### src/rtl/core/wscs_pkg.sv
// Package for the wave solder cycle sequencer.
// Holds the phase encoding, drive bit positions, register indexes and result type.
// No dependencies.
package wscs_pkg;

    // One-hot phase register encoding.
    typedef enum logic [11:0] {
        PH_INIT      = 12'b0000_0000_0001,
        PH_IDLE      = 12'b0000_0000_0010,
        PH_READY     = 12'b0000_0000_0100,
        PH_ARRIVE    = 12'b0000_0000_1000,
        PH_FLUX      = 12'b0000_0001_0000,
        PH_TO_PREHT  = 12'b0000_0010_0000,
        PH_PREHEAT   = 12'b0000_0100_0000,
        PH_TO_WAVE   = 12'b0000_1000_0000,
        PH_WAVE      = 12'b0001_0000_0000,
        PH_COOLING   = 12'b0010_0000_0000,
        PH_COOL_DONE = 12'b0100_0000_0000,
        PH_FINISHED  = 12'b1000_0000_0000
    } phase_t;

    // Bit positions in the drive and lamp latch.
    localparam int D_TRAVEL = 0;
    localparam int D_FLUX   = 1;
    localparam int D_PUMP   = 2;
    localparam int D_COOL   = 3;
    localparam int L_GREEN  = 4;
    localparam int L_AMBER  = 5;
    localparam int L_RED    = 6;

    // Bit positions in the debounced sample.
    localparam int B_STOP    = 0;
    localparam int B_COOLIN  = 1;
    localparam int B_PREHIN  = 2;
    localparam int B_FLUXEND = 3;
    localparam int B_READY   = 4;
    localparam int B_START   = 5;
    localparam int B_RESTART = 7;

    // Bit positions in the rising-edge latch.
    localparam int E_STOP    = 0;
    localparam int E_START   = 1;
    localparam int E_RESTART = 2;

    localparam int TIMER_W = 21;

    localparam logic [9:0] TIME_SCALE_RESET = 10'd351;
    localparam logic [7:0] TICK_MS_RESET    = 8'd5;

    // Configuration register indexes.
    localparam logic [1:0] CFG_TIME_SCALE = 2'd0;
    localparam logic [1:0] CFG_TICK_MS    = 2'd1;

    typedef struct packed {
        logic [6:0] drives;
        logic       paused;
        logic [3:0] phase;
    } result_t;

    function automatic logic [3:0] phase_code(input phase_t ph);
        logic [3:0] code;
        code = 4'd0;
        unique case (ph)
            PH_INIT:      code = 4'd0;
            PH_IDLE:      code = 4'd1;
            PH_READY:     code = 4'd2;
            PH_ARRIVE:    code = 4'd3;
            PH_FLUX:      code = 4'd4;
            PH_TO_PREHT:  code = 4'd5;
            PH_PREHEAT:   code = 4'd6;
            PH_TO_WAVE:   code = 4'd7;
            PH_WAVE:      code = 4'd8;
            PH_COOLING:   code = 4'd9;
            PH_COOL_DONE: code = 4'd10;
            PH_FINISHED:  code = 4'd11;
            default:      code = 4'd0;
        endcase
        return code;
    endfunction

endpackage

### src/rtl/core/wave_solder_cycle_sequencer.sv
// Wave solder cycle sequencer: debounce, edge latching, pause and the phase sequence.
// Results are registered in a single stage after the phase logic (output or skid register).
// Throughput: one request per cycle while the skid entry is empty; a two-entry output buffer
// keeps input ready high while one result waits.
// Reset: phase init, drives, latches and timers clear, registers take their defaults;
// the first request after reset only loads the debounce history.
// Depends on wscs_pkg.
module wave_solder_cycle_sequencer #(
    parameter int HISTORY_DEPTH = 8
) (
    input  logic       clk,
    input  logic       rst_n,

    input  logic       cfg_valid,
    output logic       cfg_ready,
    input  logic [1:0] cfg_index,
    input  logic [9:0] cfg_data,

    input  logic       in_valid,
    output logic       in_ready,
    input  logic [6:0] switch_bits,
    input  logic       restart_in,
    input  logic [9:0] preheat_pot,
    input  logic [9:0] cool_pot,

    output logic       out_valid,
    input  logic       out_ready,
    output logic       travel_drive,
    output logic       flux_drive,
    output logic       pump_drive,
    output logic       cool_drive,
    output logic       led_green,
    output logic       led_amber,
    output logic       led_red,
    output logic       paused,
    output logic [3:0] phase
);

    localparam int TW = wscs_pkg::TIMER_W;

    // Configuration registers
    logic [9:0] time_scale_reg;
    logic [7:0] tick_ms_reg;

    // Sequencer state
    logic [7:0]       hist_reg [HISTORY_DEPTH];
    logic [7:0]       hist_next [HISTORY_DEPTH];
    logic [7:0]       deb_reg, deb_next;
    logic [2:0]       rise_reg, rise_next;
    logic             primed_reg;
    logic             pause_reg, pause_next;
    wscs_pkg::phase_t phase_reg, phase_next;
    logic [TW-1:0]    timer_reg, timer_next;
    logic [7:0]       blink_reg, blink_next;
    logic [6:0]       drive_reg, drive_next;

    // Output buffer
    logic               out_valid_reg;
    wscs_pkg::result_t  out_reg;
    logic               skid_valid_reg;
    wscs_pkg::result_t  skid_reg;
    wscs_pkg::result_t  result_next;

    logic accept;
    logic fire_out;

    logic [7:0]  sample;
    logic [7:0]  all1, any1, rise;
    logic [9:0]  pot_sel;
    logic [19:0] limit;
    logic        timer_done;
    logic        blink_on;

    assign cfg_ready = 1'b1;
    assign in_ready  = ~skid_valid_reg;
    assign accept    = in_valid & in_ready;
    assign fire_out  = out_valid_reg & out_ready;

    assign sample = {restart_in, switch_bits};

    always_comb
    begin
        all1 = sample;
        any1 = sample;
        for (int i = 0; i < HISTORY_DEPTH - 1; i++)
        begin
            all1 = all1 & hist_reg[i];
            any1 = any1 | hist_reg[i];
        end
    end

    // Newest sample sits at slot zero; the priming request fills every slot.
    always_comb
    begin
        hist_next[0] = sample;
        for (int i = 1; i < HISTORY_DEPTH; i++)
        begin
            hist_next[i] = primed_reg ? hist_reg[i-1] : sample;
        end
    end

    // Only one of the two timed phases can be active, so they share one multiplier.
    assign pot_sel    = (phase_reg == wscs_pkg::PH_COOLING) ? cool_pot : preheat_pot;
    assign limit      = 20'(time_scale_reg) * 20'(pot_sel);
    assign timer_done = (timer_reg >= {1'b0, limit});
    assign blink_on   = ~blink_reg[6];

    always_comb
    begin
        deb_next   = deb_reg;
        rise_next  = rise_reg;
        pause_next = pause_reg;
        phase_next = phase_reg;
        timer_next = timer_reg;
        blink_next = blink_reg;
        drive_next = drive_reg;
        rise       = 8'd0;

        if (!primed_reg)
        begin
            deb_next = sample;
        end
        else
        begin
            deb_next = (~deb_reg & all1) | (deb_reg & any1);
            rise     = ~deb_reg & deb_next;
            rise_next[wscs_pkg::E_STOP]    = rise_reg[wscs_pkg::E_STOP]
                                             | rise[wscs_pkg::B_STOP];
            rise_next[wscs_pkg::E_START]   = rise_reg[wscs_pkg::E_START]
                                             | rise[wscs_pkg::B_START];
            rise_next[wscs_pkg::E_RESTART] = rise_reg[wscs_pkg::E_RESTART]
                                             | rise[wscs_pkg::B_RESTART];

            if (rise_next[wscs_pkg::E_RESTART])
            begin
                rise_next[wscs_pkg::E_RESTART] = 1'b0;
                drive_next = 7'd0;
                drive_next[wscs_pkg::L_RED] = 1'b1;
                phase_next = wscs_pkg::PH_IDLE;
            end
            else if (rise_next[wscs_pkg::E_STOP])
            begin
                rise_next[wscs_pkg::E_STOP] = 1'b0;
                pause_next = ~pause_reg;
            end
            else if (pause_reg)
            begin
                drive_next[wscs_pkg::L_GREEN] = blink_on;
                blink_next = blink_reg + 8'd1;
                drive_next[wscs_pkg::D_COOL:wscs_pkg::D_TRAVEL] = 4'd0;
            end
            else
            begin
                unique case (phase_reg)
                    wscs_pkg::PH_INIT:
                    begin
                        phase_next = wscs_pkg::PH_IDLE;
                    end
                    wscs_pkg::PH_IDLE:
                    begin
                        drive_next[wscs_pkg::L_RED]   = 1'b1;
                        drive_next[wscs_pkg::L_GREEN] = 1'b0;
                        drive_next[wscs_pkg::L_AMBER] = 1'b0;
                        if (deb_next[wscs_pkg::B_READY])
                        begin
                            phase_next = wscs_pkg::PH_READY;
                        end
                    end
                    wscs_pkg::PH_READY:
                    begin
                        drive_next[wscs_pkg::L_RED]   = 1'b1;
                        drive_next[wscs_pkg::L_GREEN] = 1'b0;
                        if (deb_next[wscs_pkg::B_READY] && !deb_next[wscs_pkg::B_COOLIN]
                            && rise_next[wscs_pkg::E_START])
                        begin
                            rise_next[wscs_pkg::E_START]   = 1'b0;
                            drive_next[wscs_pkg::D_TRAVEL] = 1'b1;
                            phase_next = wscs_pkg::PH_ARRIVE;
                        end
                    end
                    wscs_pkg::PH_ARRIVE:
                    begin
                        drive_next[wscs_pkg::L_RED]    = 1'b0;
                        drive_next[wscs_pkg::L_GREEN]  = 1'b1;
                        drive_next[wscs_pkg::D_TRAVEL] = 1'b1;
                        if (!deb_next[wscs_pkg::B_READY])
                        begin
                            phase_next = wscs_pkg::PH_FLUX;
                            drive_next[wscs_pkg::D_FLUX] = 1'b1;
                        end
                    end
                    wscs_pkg::PH_FLUX:
                    begin
                        drive_next[wscs_pkg::L_GREEN]  = 1'b1;
                        drive_next[wscs_pkg::D_TRAVEL] = 1'b1;
                        drive_next[wscs_pkg::D_FLUX]   = 1'b1;
                        if (deb_next[wscs_pkg::B_FLUXEND])
                        begin
                            drive_next[wscs_pkg::D_FLUX] = 1'b0;
                            phase_next = wscs_pkg::PH_TO_PREHT;
                        end
                    end
                    wscs_pkg::PH_TO_PREHT:
                    begin
                        drive_next[wscs_pkg::L_GREEN] = 1'b1;
                        if (deb_next[wscs_pkg::B_PREHIN])
                        begin
                            drive_next[wscs_pkg::D_TRAVEL] = 1'b0;
                            timer_next = '0;
                            blink_next = 8'd0;
                            phase_next = wscs_pkg::PH_PREHEAT;
                        end
                    end
                    wscs_pkg::PH_PREHEAT:
                    begin
                        drive_next[wscs_pkg::L_GREEN] = 1'b1;
                        drive_next[wscs_pkg::L_AMBER] = blink_on;
                        blink_next = blink_reg + 8'd1;
                        if (timer_done)
                        begin
                            drive_next[wscs_pkg::D_TRAVEL] = 1'b1;
                            drive_next[wscs_pkg::L_AMBER]  = 1'b0;
                            phase_next = wscs_pkg::PH_TO_WAVE;
                        end
                        else
                        begin
                            timer_next = timer_reg + TW'(tick_ms_reg);
                        end
                    end
                    wscs_pkg::PH_TO_WAVE:
                    begin
                        drive_next[wscs_pkg::L_GREEN]  = 1'b1;
                        drive_next[wscs_pkg::D_TRAVEL] = 1'b1;
                        if (!deb_next[wscs_pkg::B_PREHIN])
                        begin
                            drive_next[wscs_pkg::D_PUMP] = 1'b1;
                            phase_next = wscs_pkg::PH_WAVE;
                        end
                    end
                    wscs_pkg::PH_WAVE:
                    begin
                        drive_next[wscs_pkg::L_GREEN] = 1'b1;
                        drive_next[wscs_pkg::D_PUMP]  = 1'b1;
                        if (deb_next[wscs_pkg::B_COOLIN])
                        begin
                            drive_next[wscs_pkg::D_PUMP]   = 1'b0;
                            drive_next[wscs_pkg::D_TRAVEL] = 1'b0;
                            drive_next[wscs_pkg::D_COOL]   = 1'b1;
                            timer_next = '0;
                            blink_next = 8'd0;
                            phase_next = wscs_pkg::PH_COOLING;
                        end
                    end
                    wscs_pkg::PH_COOLING:
                    begin
                        drive_next[wscs_pkg::D_COOL]  = 1'b1;
                        drive_next[wscs_pkg::L_GREEN] = 1'b1;
                        drive_next[wscs_pkg::L_AMBER] = blink_on;
                        blink_next = blink_reg + 8'd1;
                        if (timer_done)
                        begin
                            drive_next[wscs_pkg::D_COOL]  = 1'b0;
                            drive_next[wscs_pkg::L_AMBER] = 1'b0;
                            phase_next = wscs_pkg::PH_COOL_DONE;
                        end
                        else
                        begin
                            timer_next = timer_reg + TW'(tick_ms_reg);
                        end
                    end
                    wscs_pkg::PH_COOL_DONE:
                    begin
                        drive_next[wscs_pkg::L_GREEN] = 1'b1;
                        if (!deb_next[wscs_pkg::B_COOLIN])
                        begin
                            phase_next = wscs_pkg::PH_FINISHED;
                        end
                    end
                    wscs_pkg::PH_FINISHED:
                    begin
                        drive_next[wscs_pkg::L_GREEN] = 1'b0;
                        drive_next[wscs_pkg::L_RED]   = blink_on;
                        blink_next = blink_reg + 8'd1;
                        if (deb_next[wscs_pkg::B_READY])
                        begin
                            phase_next = wscs_pkg::PH_READY;
                        end
                    end
                    default:
                    begin
                        phase_next = phase_reg;
                    end
                endcase
            end
        end
    end

    assign result_next.drives = drive_next;
    assign result_next.paused = pause_next;
    assign result_next.phase  = wscs_pkg::phase_code(phase_next);

    always_ff @(posedge clk or negedge rst_n)
    begin
        if (!rst_n)
        begin
            time_scale_reg <= wscs_pkg::TIME_SCALE_RESET;
            tick_ms_reg    <= wscs_pkg::TICK_MS_RESET;
        end
        else if (cfg_valid && cfg_ready)
        begin
            unique case (cfg_index)
                wscs_pkg::CFG_TIME_SCALE: time_scale_reg <= cfg_data;
                wscs_pkg::CFG_TICK_MS:    tick_ms_reg    <= cfg_data[7:0];
                default:                  ;
            endcase
        end
    end

    always_ff @(posedge clk or negedge rst_n)
    begin
        if (!rst_n)
        begin
            primed_reg <= 1'b0;
            rise_reg   <= 3'd0;
            pause_reg  <= 1'b0;
            phase_reg  <= wscs_pkg::PH_INIT;
            timer_reg  <= '0;
            blink_reg  <= 8'd0;
            drive_reg  <= 7'd0;
        end
        else if (accept)
        begin
            primed_reg <= 1'b1;
            rise_reg   <= rise_next;
            pause_reg  <= pause_next;
            phase_reg  <= phase_next;
            timer_reg  <= timer_next;
            blink_reg  <= blink_next;
            drive_reg  <= drive_next;
        end
    end

    // Debounce history and level carry no reset; the priming request loads them.
    always_ff @(posedge clk)
    begin
        if (accept)
        begin
            deb_reg <= deb_next;
            for (int i = 0; i < HISTORY_DEPTH; i++)
            begin
                hist_reg[i] <= hist_next[i];
            end
        end
    end

    always_ff @(posedge clk or negedge rst_n)
    begin
        if (!rst_n)
        begin
            out_valid_reg  <= 1'b0;
            skid_valid_reg <= 1'b0;
        end
        else if (skid_valid_reg)
        begin
            if (fire_out)
            begin
                skid_valid_reg <= 1'b0;
            end
        end
        else if (accept)
        begin
            if (out_valid_reg && !out_ready)
            begin
                skid_valid_reg <= 1'b1;
            end
            else
            begin
                out_valid_reg <= 1'b1;
            end
        end
        else if (fire_out)
        begin
            out_valid_reg <= 1'b0;
        end
    end

    always_ff @(posedge clk)
    begin
        if (skid_valid_reg)
        begin
            if (fire_out)
            begin
                out_reg <= skid_reg;
            end
        end
        else if (accept)
        begin
            if (out_valid_reg && !out_ready)
            begin
                skid_reg <= result_next;
            end
            else
            begin
                out_reg <= result_next;
            end
        end
    end

    assign out_valid    = out_valid_reg;
    assign travel_drive = out_reg.drives[wscs_pkg::D_TRAVEL];
    assign flux_drive   = out_reg.drives[wscs_pkg::D_FLUX];
    assign pump_drive   = out_reg.drives[wscs_pkg::D_PUMP];
    assign cool_drive   = out_reg.drives[wscs_pkg::D_COOL];
    assign led_green    = out_reg.drives[wscs_pkg::L_GREEN];
    assign led_amber    = out_reg.drives[wscs_pkg::L_AMBER];
    assign led_red      = out_reg.drives[wscs_pkg::L_RED];
    assign paused       = out_reg.paused;
    assign phase        = out_reg.phase;

endmodule

### config.mk
export PLATFORM = sky130hd
export DESIGN_NAME = wave_solder_cycle_sequencer
export DESIGN_NICKNAME = d
export VERILOG_FILES = /design/src/rtl/core/wscs_pkg.sv /design/src/rtl/core/wave_solder_cycle_sequencer.sv
export SDC_FILE = /design/constraint.sdc
export NUM_CORES = 1
export LEC_CHECK = 0
export ABC_AREA = 1
export BUFFER_PORTS_ARGS = -buffer_cell sky130_fd_sc_hd__buf_2
export CORE_ASPECT_RATIO = 0.7
export CORE_UTILIZATION = 38
export DETAILED_ROUTE_END_ITERATION = 10
export GPL_TIMING_DRIVEN = 0
export HOLD_SLACK_MARGIN = 0.06
export PLACE_DENSITY = 0.51
export SYNTH_ARGS = -nofsm -noshare
export SYNTH_HDL_FRONTEND = slang
export SYNTH_SLANG_ARGS = --single-unit
### constraint.sdc
create_clock -name clk -period 11.8 [get_ports clk]
set_clock_uncertainty 0.05 [all_clocks]
set_input_delay 0.59 -clock clk [delete_from_list [all_inputs] [get_ports clk]]
set_output_delay 0.59 -clock clk [all_outputs]
set_load 0.03 [all_outputs]
* After elaboration in Yosys (flattened, before gate mapping)
Memory sizes are Yosys's and may differ from the RTL's.
Cells that the tools add are included.
** Cells by class
- Order comparisons :: 1
- Add/subtract/negate cells :: 2
- Reductions and logical operators :: 25
- Equal/unequal tests :: 32
- Mux-type cells :: 76
- Multipliers :: 1
- Bitwise gates (word level) :: 28
** Operators with widths (number)
- 12-bit two-way mux :: 18
- 12-bit one-hot mux with 11 select lines :: 1
- 8-bit two-way mux :: 11
- 8-bit AND :: 10
- 8-bit bitwise OR :: 8
- 21-bit two-way mux :: 3
- 21-bit one-hot mux with 3 select lines :: 1
- 4-bit one-hot mux with 11 select lines :: 1
- 1-bit two-way mux :: 25
- 12-bit by 10-bit == test with 1-bit output, second input constant :: 2
- 12-bit by 11-bit == test with 1-bit output, second input constant :: 2
- 12-bit == test, second input constant :: 2
- 12-bit by 2-bit == test with 1-bit output, second input constant :: 2
- 12-bit by 3-bit == test with 1-bit output, second input constant :: 2
- 12-bit by 4-bit == test with 1-bit output, second input constant :: 2
- 12-bit by 5-bit == test with 1-bit output, second input constant :: 2
- 12-bit by 6-bit == test with 1-bit output, second input constant :: 2
- 12-bit by 7-bit == test with 1-bit output, second input constant :: 2
- 12-bit by 8-bit == test with 1-bit output, second input constant :: 2
- 12-bit by 9-bit == test with 1-bit output, second input constant :: 2
- 8-bit one-hot mux with 3 select lines :: 1
- 21-bit by 8-bit adder with 21-bit output :: 1
- 21-bit by 20-bit greater-or-equal comparator with 1-bit output :: 1
- 7-bit two-way mux :: 3
- 30 further kinds :: 59
** Storage, ports and cells
- Bits in writable memories :: 64
- Input bits :: 45
- Memories :: 1
- Flip-flop bits (word level) :: 104
** Memory list
- hist_reg :: depth 8, width 8, read ports 7, clocked after memory_dff 0, wr ports 8, RTL line wave_solder_cycle_sequencer.sv:46 : logic [7:0] hist_reg [HISTORY_DEPTH];

* Longest topological paths before layout
An unclocked memory read counts as a cell.
- Word-level depth :: 24
- Gate-level depth with buffers :: 53
- Gate-level depth less buffers :: 52

* Least setup slack after synthesis
Ideal clock, no wire load.
- Path kind :: reg2reg
- Start :: register phase_reg[1]
- End :: register out_reg, in the netlist phase[1], data pin
- Setup slack :: 3.808 ns
- Setup time :: 0.252 ns
- Cell stages (with the launch flop) :: 53
- Clock period less this slack :: 7.992 ns
- Required time :: 11.498 ns
- Data arrival time :: 7.690 ns
- Path buffers :: 1
- Path through :: dfrtp_1 nor2_2 nand2_4 nor2_8 nand2_2 inv_1 clkbuf_1 or2_2 o21ai_1 inv_1 nand2_1 fa_1 inv_1 fa_1 inv_1 fa_1 inv_1 fa_1 [17 not listed] nor2_1 nand2_1 nor2_1 nor2_1 nand4_1 nand3_2 nor2_1 nand2_1 nand2_1 nand2_1 inv_1 nand3_2 nand2_1 nor2_1 nand2_2 nand3_2 nand2_1 nand2_1
** RTL lines
- start, declared :: RTL line wave_solder_cycle_sequencer.sv:52 : wscs_pkg::phase_t phase_reg, phase_next;
- start signal, assigned :: RTL line wave_solder_cycle_sequencer.sv:326 : phase_reg <= wscs_pkg::PH_INIT;
- start signal, assigned :: RTL line wave_solder_cycle_sequencer.sv:336 : phase_reg <= phase_next;
- end signal, assigned :: RTL line wave_solder_cycle_sequencer.sv:393 : out_reg <= skid_reg;
- end signal, assigned :: RTL line wave_solder_cycle_sequencer.sv:404 : out_reg <= result_next;
- end, declared :: RTL line wave_solder_cycle_sequencer.sv:59 : wscs_pkg::result_t out_reg;

* Worst setup path in the final report
- Start :: register phase_reg[7]
- End :: register timer_reg[17]
** On the way
- Word-level cells in the longest chain between the ends :: 6
- Elaborated cells between the ends (all ways) :: 14
- Classes of those cells :: 1 x mul; 1 x order compare; 7 x eq/ne; 2 x mux; 3 x reduce/logical
** RTL lines
- 12-bit by 10-bit == test with 1-bit output :: RTL line wave_solder_cycle_sequencer.sv:103, wave_solder_cycle_sequencer.sv:154
- 10-bit two-way mux :: RTL line wave_solder_cycle_sequencer.sv:103 : assign pot_sel = (phase_reg == wscs_pkg::PH_COOLING) ? cool_pot : preheat_pot;
- 10-bit by 10-bit multiplier with 20-bit output :: RTL line wave_solder_cycle_sequencer.sv:104 : assign limit = 20'(time_scale_reg) * 20'(pot_sel);
- 21-bit by 20-bit greater-or-equal comparator with 1-bit output :: RTL line wave_solder_cycle_sequencer.sv:105 : assign timer_done = (timer_reg >= {1'b0, limit});
- 2-bit != test (no line)
- 9-bit AND reduction (no line)
- end signal, assigned :: RTL line wave_solder_cycle_sequencer.sv:337 : timer_reg <= timer_next;
- end, declared :: RTL line wave_solder_cycle_sequencer.sv:53 : logic [TW-1:0] timer_reg, timer_next;
Several ways; a longest one is shown, not always the timed one.
A chain may end at the register's enable or synchronous reset.

==> impl_results.md <==
* Clock Latency Late Sink at ~450 ps
* Hold Path Class: in2reg
* PostCTS Resize Cnt at 0
* PwrDens at approximately 180 nW/um^2
* Tot GR Track Use at a little over a fifth
* Critical path's largest stage delay at 720 ps
* Largest family of logic cells by synthesized area: simple AND/OR/NAND/NOR gates
* Net Count, Synth at 1,687
* Switching power at 1.02 mW
* Worst EP arrival at 10,240 ps
* Post-CTS Setup Bufs at 0
* Switching share of power at between 40% and 50%
* Post-Syn Area at 12,100 um^2
* Drt wl/cell at 16.2 um
* DP HPWL at 25.5 mm
* Vias/cell at around 5
* FF-to-FF End: timer_reg[17]$_DFFE_PN0P_
* Final ANT Viol Nets at 0
* Vias at 10,200
* Worst setup startpoint: phase_reg[7]$_DFFE_PN0P_
* Post-layout min period at ~10000 ps
* Cell total after placement at just under 2,000
* RSZ-0062 raised after global routing: no
* Row count at 54
* Hold_buf cts at 1
* Setup violations, final at 0
* RD Place Congestion at 0.954
* Leakage at between 6 and 7 nW
* Status: completed
* Final WL at ~33 mm
* Vias in the first global route at 9,610
* Final Power at ~2.4 mW
* Port bufs at 57
* Cell family with most CP delay: adder cells
* Total grt overflow at 0
* Area Overhead vs Synth at 12.0%
* Critical path capture point type: flop
* Compound-Gate Fraction of Synth Area at between 10 and 15%
* Seq pwr share at between 20% and 30%
* Logic pwr share at between 50% and 60%
* Post-synth EDFFs at 80
* Crit path buf inv count at 7
* Fmax at just over 100 MHz
* Io pins at 60
* Clock root buffer master: clkbuf_16
* Hold path start: switch_bits[3]
* Non-Filler Instances at ~2,000
* Largest net degree at the start of global routing at 66
* Die width at around 210 um
* Placed cell areas at roughly 13,000 um^2
* Worst-path clk slew at approximately 70 ps
* Req. time, crit path at 12,110 ps
* Syn avg cell area at around 8 um^2
* DRT Pass-1 Iters at 5
* Slew Limit Headroom at between 20% and 30%
* R2R Setup Slk at around 1900 ps
* Count of pins over their slew limit at 0
* Critical path class: reg2reg
* Register-to-Register Path Depth at 42
* Max_cap viols at 0
* Most frequent CP cell: nand2_1
* Hold Vio Cnt, Final at 0
* Cells after Synth at 1,495
* Drt first-iter violations at ~1,000
* # diodes at 0
* CP Max Fanout at 10
* Post-synthesis xor/xnor area fraction at between 1.5 and 2%
* Reg-to-reg startpoint: phase_reg[7]$_DFFE_PN0P_
* CTS tree: done
* Post-synth cell types at 57
* Final Cell Area at around 14,000 um^2
* Die area at ~32,000 um^2
* Share of flip-flops with an asynchronous set or reset at between 40% and 50%
* CP startpoint kind: flop
* CTS HTree Levels at 4
* Die H at roughly 150 um
* Clock Power Share at a little under a quarter
* Largest register FFs at 49
* Hold path depth at 1
* Ranking of synthesized cells by area: edfxtp_1, dfrtp_1, nand2_1
* Post-synthesis cell type with the largest combined area: edfxtp_1
* Flops & latches, synth at 151
* Drc violations at 0
* Hold EP: hist_reg[0][3]$_DFFE_PP_
* Main synth FF type: edfxtp_1
* Fin nets at approximately 1,800
* Simple-gate portion of the synthesized area at a little over a quarter
* Slew @ Worst Pin at around 1100 ps
* CP max-delay cell: o21ai_1
* Seq/Total Area, Yosys at between 30% and 40%
* Initial antenna violation count at 0
* Int Power at ~1.4 mW
* Core Region at just over 30,000 um^2
* Yosys warns at 0
* Fin Hold WS at about 320 ps
* Layout cell share with drive strength beyond 1 at between 10 and 15%
* Multiplexer share of the synthesized area at less than 1%
* Clk sinks at roughly 150
* Synth Area in Adders at about a fifth
* Worst vdd ir at 0.160 mV
* Global-route wire length before repair at ~53 mm
* Clk buf depth at 2
* CTS Buf Count at 17
* Initial core utilization at a little under 40%
* Final period util at between 80% and 90%
* Fin Setup TNS at 0 ps
* Yosys top cell area share at 19.9%
## cells by family after synthesis
kind of cell             count (synthesis)
adder cells (fa/ha/maj)                147
other                                    1
buffers and inverters                  245
AND/OR/NAND/NOR                        718
XOR/XNOR                                23
multiplexers                             1
flip-flops                             151
AO/OA/AOI/OAI                          209
## placed cells by master, fill, tap and decap left out, types with 10 or more instances in the layout
cell       netlist  routed
clkbuf_16        0      17
nor2_1         178     178
nand2_2         14      14
or2_2           13      13
nand3_1         52      52
a21oi_1         57      57
o21a_1          13      13
dfstp_2         10      10
nor3_1          20      20
nor2_2          10      10
inv_1          208     208
edfxtp_1        80      80
dfrtp_1         61      61
ha_1            84      84
fa_1            63      63
o21ai_0         76      76
o22ai_1         21      21
buf_2            3      59
nand2_1        370     370
nand4_1         17      17
clkbuf_1        16      16
xor2_1          16      16
## cells in the mapped netlist (all sizes together) (2+ instances only)
library cell / n
or2: 13
clkbuf: 16
nand3b: 4
nor3b: 7
buf: 7
ha: 84
a21oi: 60
nand3: 60
clkinv: 5
o221ai: 2
a31oi: 5
dfrtp: 61
nor4: 7
dfstp: 10
o211ai: 2
xnor2: 7
inv: 217
a21boi: 2
o21bai: 6
edfxtp: 80
a32o: 3
o22ai: 21
nor2: 194
nor3: 24
o21ai: 87
fa: 63
o21a: 13
o31ai: 3
and2: 2
nand2: 388
nand4: 18
xor2: 16
## final cells by class
class / count / area, um^2
plain buffers: 23 / 109
clock buffers: 18 / 429
clock inverters: 14 / 164
fillers: 3185 / 17600
inverters: 222 / 833
multi-input cells: 1099 / 6920
flip-flops and latches: 151 / 4190
well taps: 420 / 526
repair buffers: 59 / 325
## through the flow
step | util (%) | setup WS, ps
after floorplan | - | 3810
after detailed placement | 41.4 | 1990
final | 43.3 | 1870
after CTS | 43.3 | 1900
after global routing | 43.3 | 1160
after global placement | 41.3 | 1970
## power groups by stage
| stage | clock, mW | sequential, mW | combinational, mW |
|---|---|---|---|
| 3_3_place_gp | 0 | 0.590 | 1.25 |
| 6_report | 0.564 | 0.580 | 1.27 |
| 3_5_place_dp | 0 | 0.590 | 1.27 |
| 2_1_floorplan | 0 | 0.582 | 0.982 |
| 5_1_grt | 0.598 | 0.581 | 1.49 |
| 4_1_cts | 0.580 | 0.579 | 1.28 |
## worst max path at each step
stage	end	slack, ps	depth (start not counted)
final	timer_reg[17]$_DFFE_PN0P_	1870	42
after global routing	timer_reg[17]$_DFFE_PN0P_	1160	46
after CTS	timer_reg[17]$_DFFE_PN0P_	1900	46
after detailed placement	timer_reg[14]$_DFFE_PN0P_	1990	46
after global placement	timer_reg[17]$_DFFE_PN0P_	1970	46
after floorplan	phase[1]$_DFFE_PP_	3810	52
## per-layer routing
layer,wire length [um],up-vias,GRT usage [%]
met5,0,-,0
met4,312,0,4.89
met2,12000,305,27.0
met3,2290,21,4.68
met1,18000,4820,34.6
li1,-,5011,-
(Power assumes the default switching activity.)
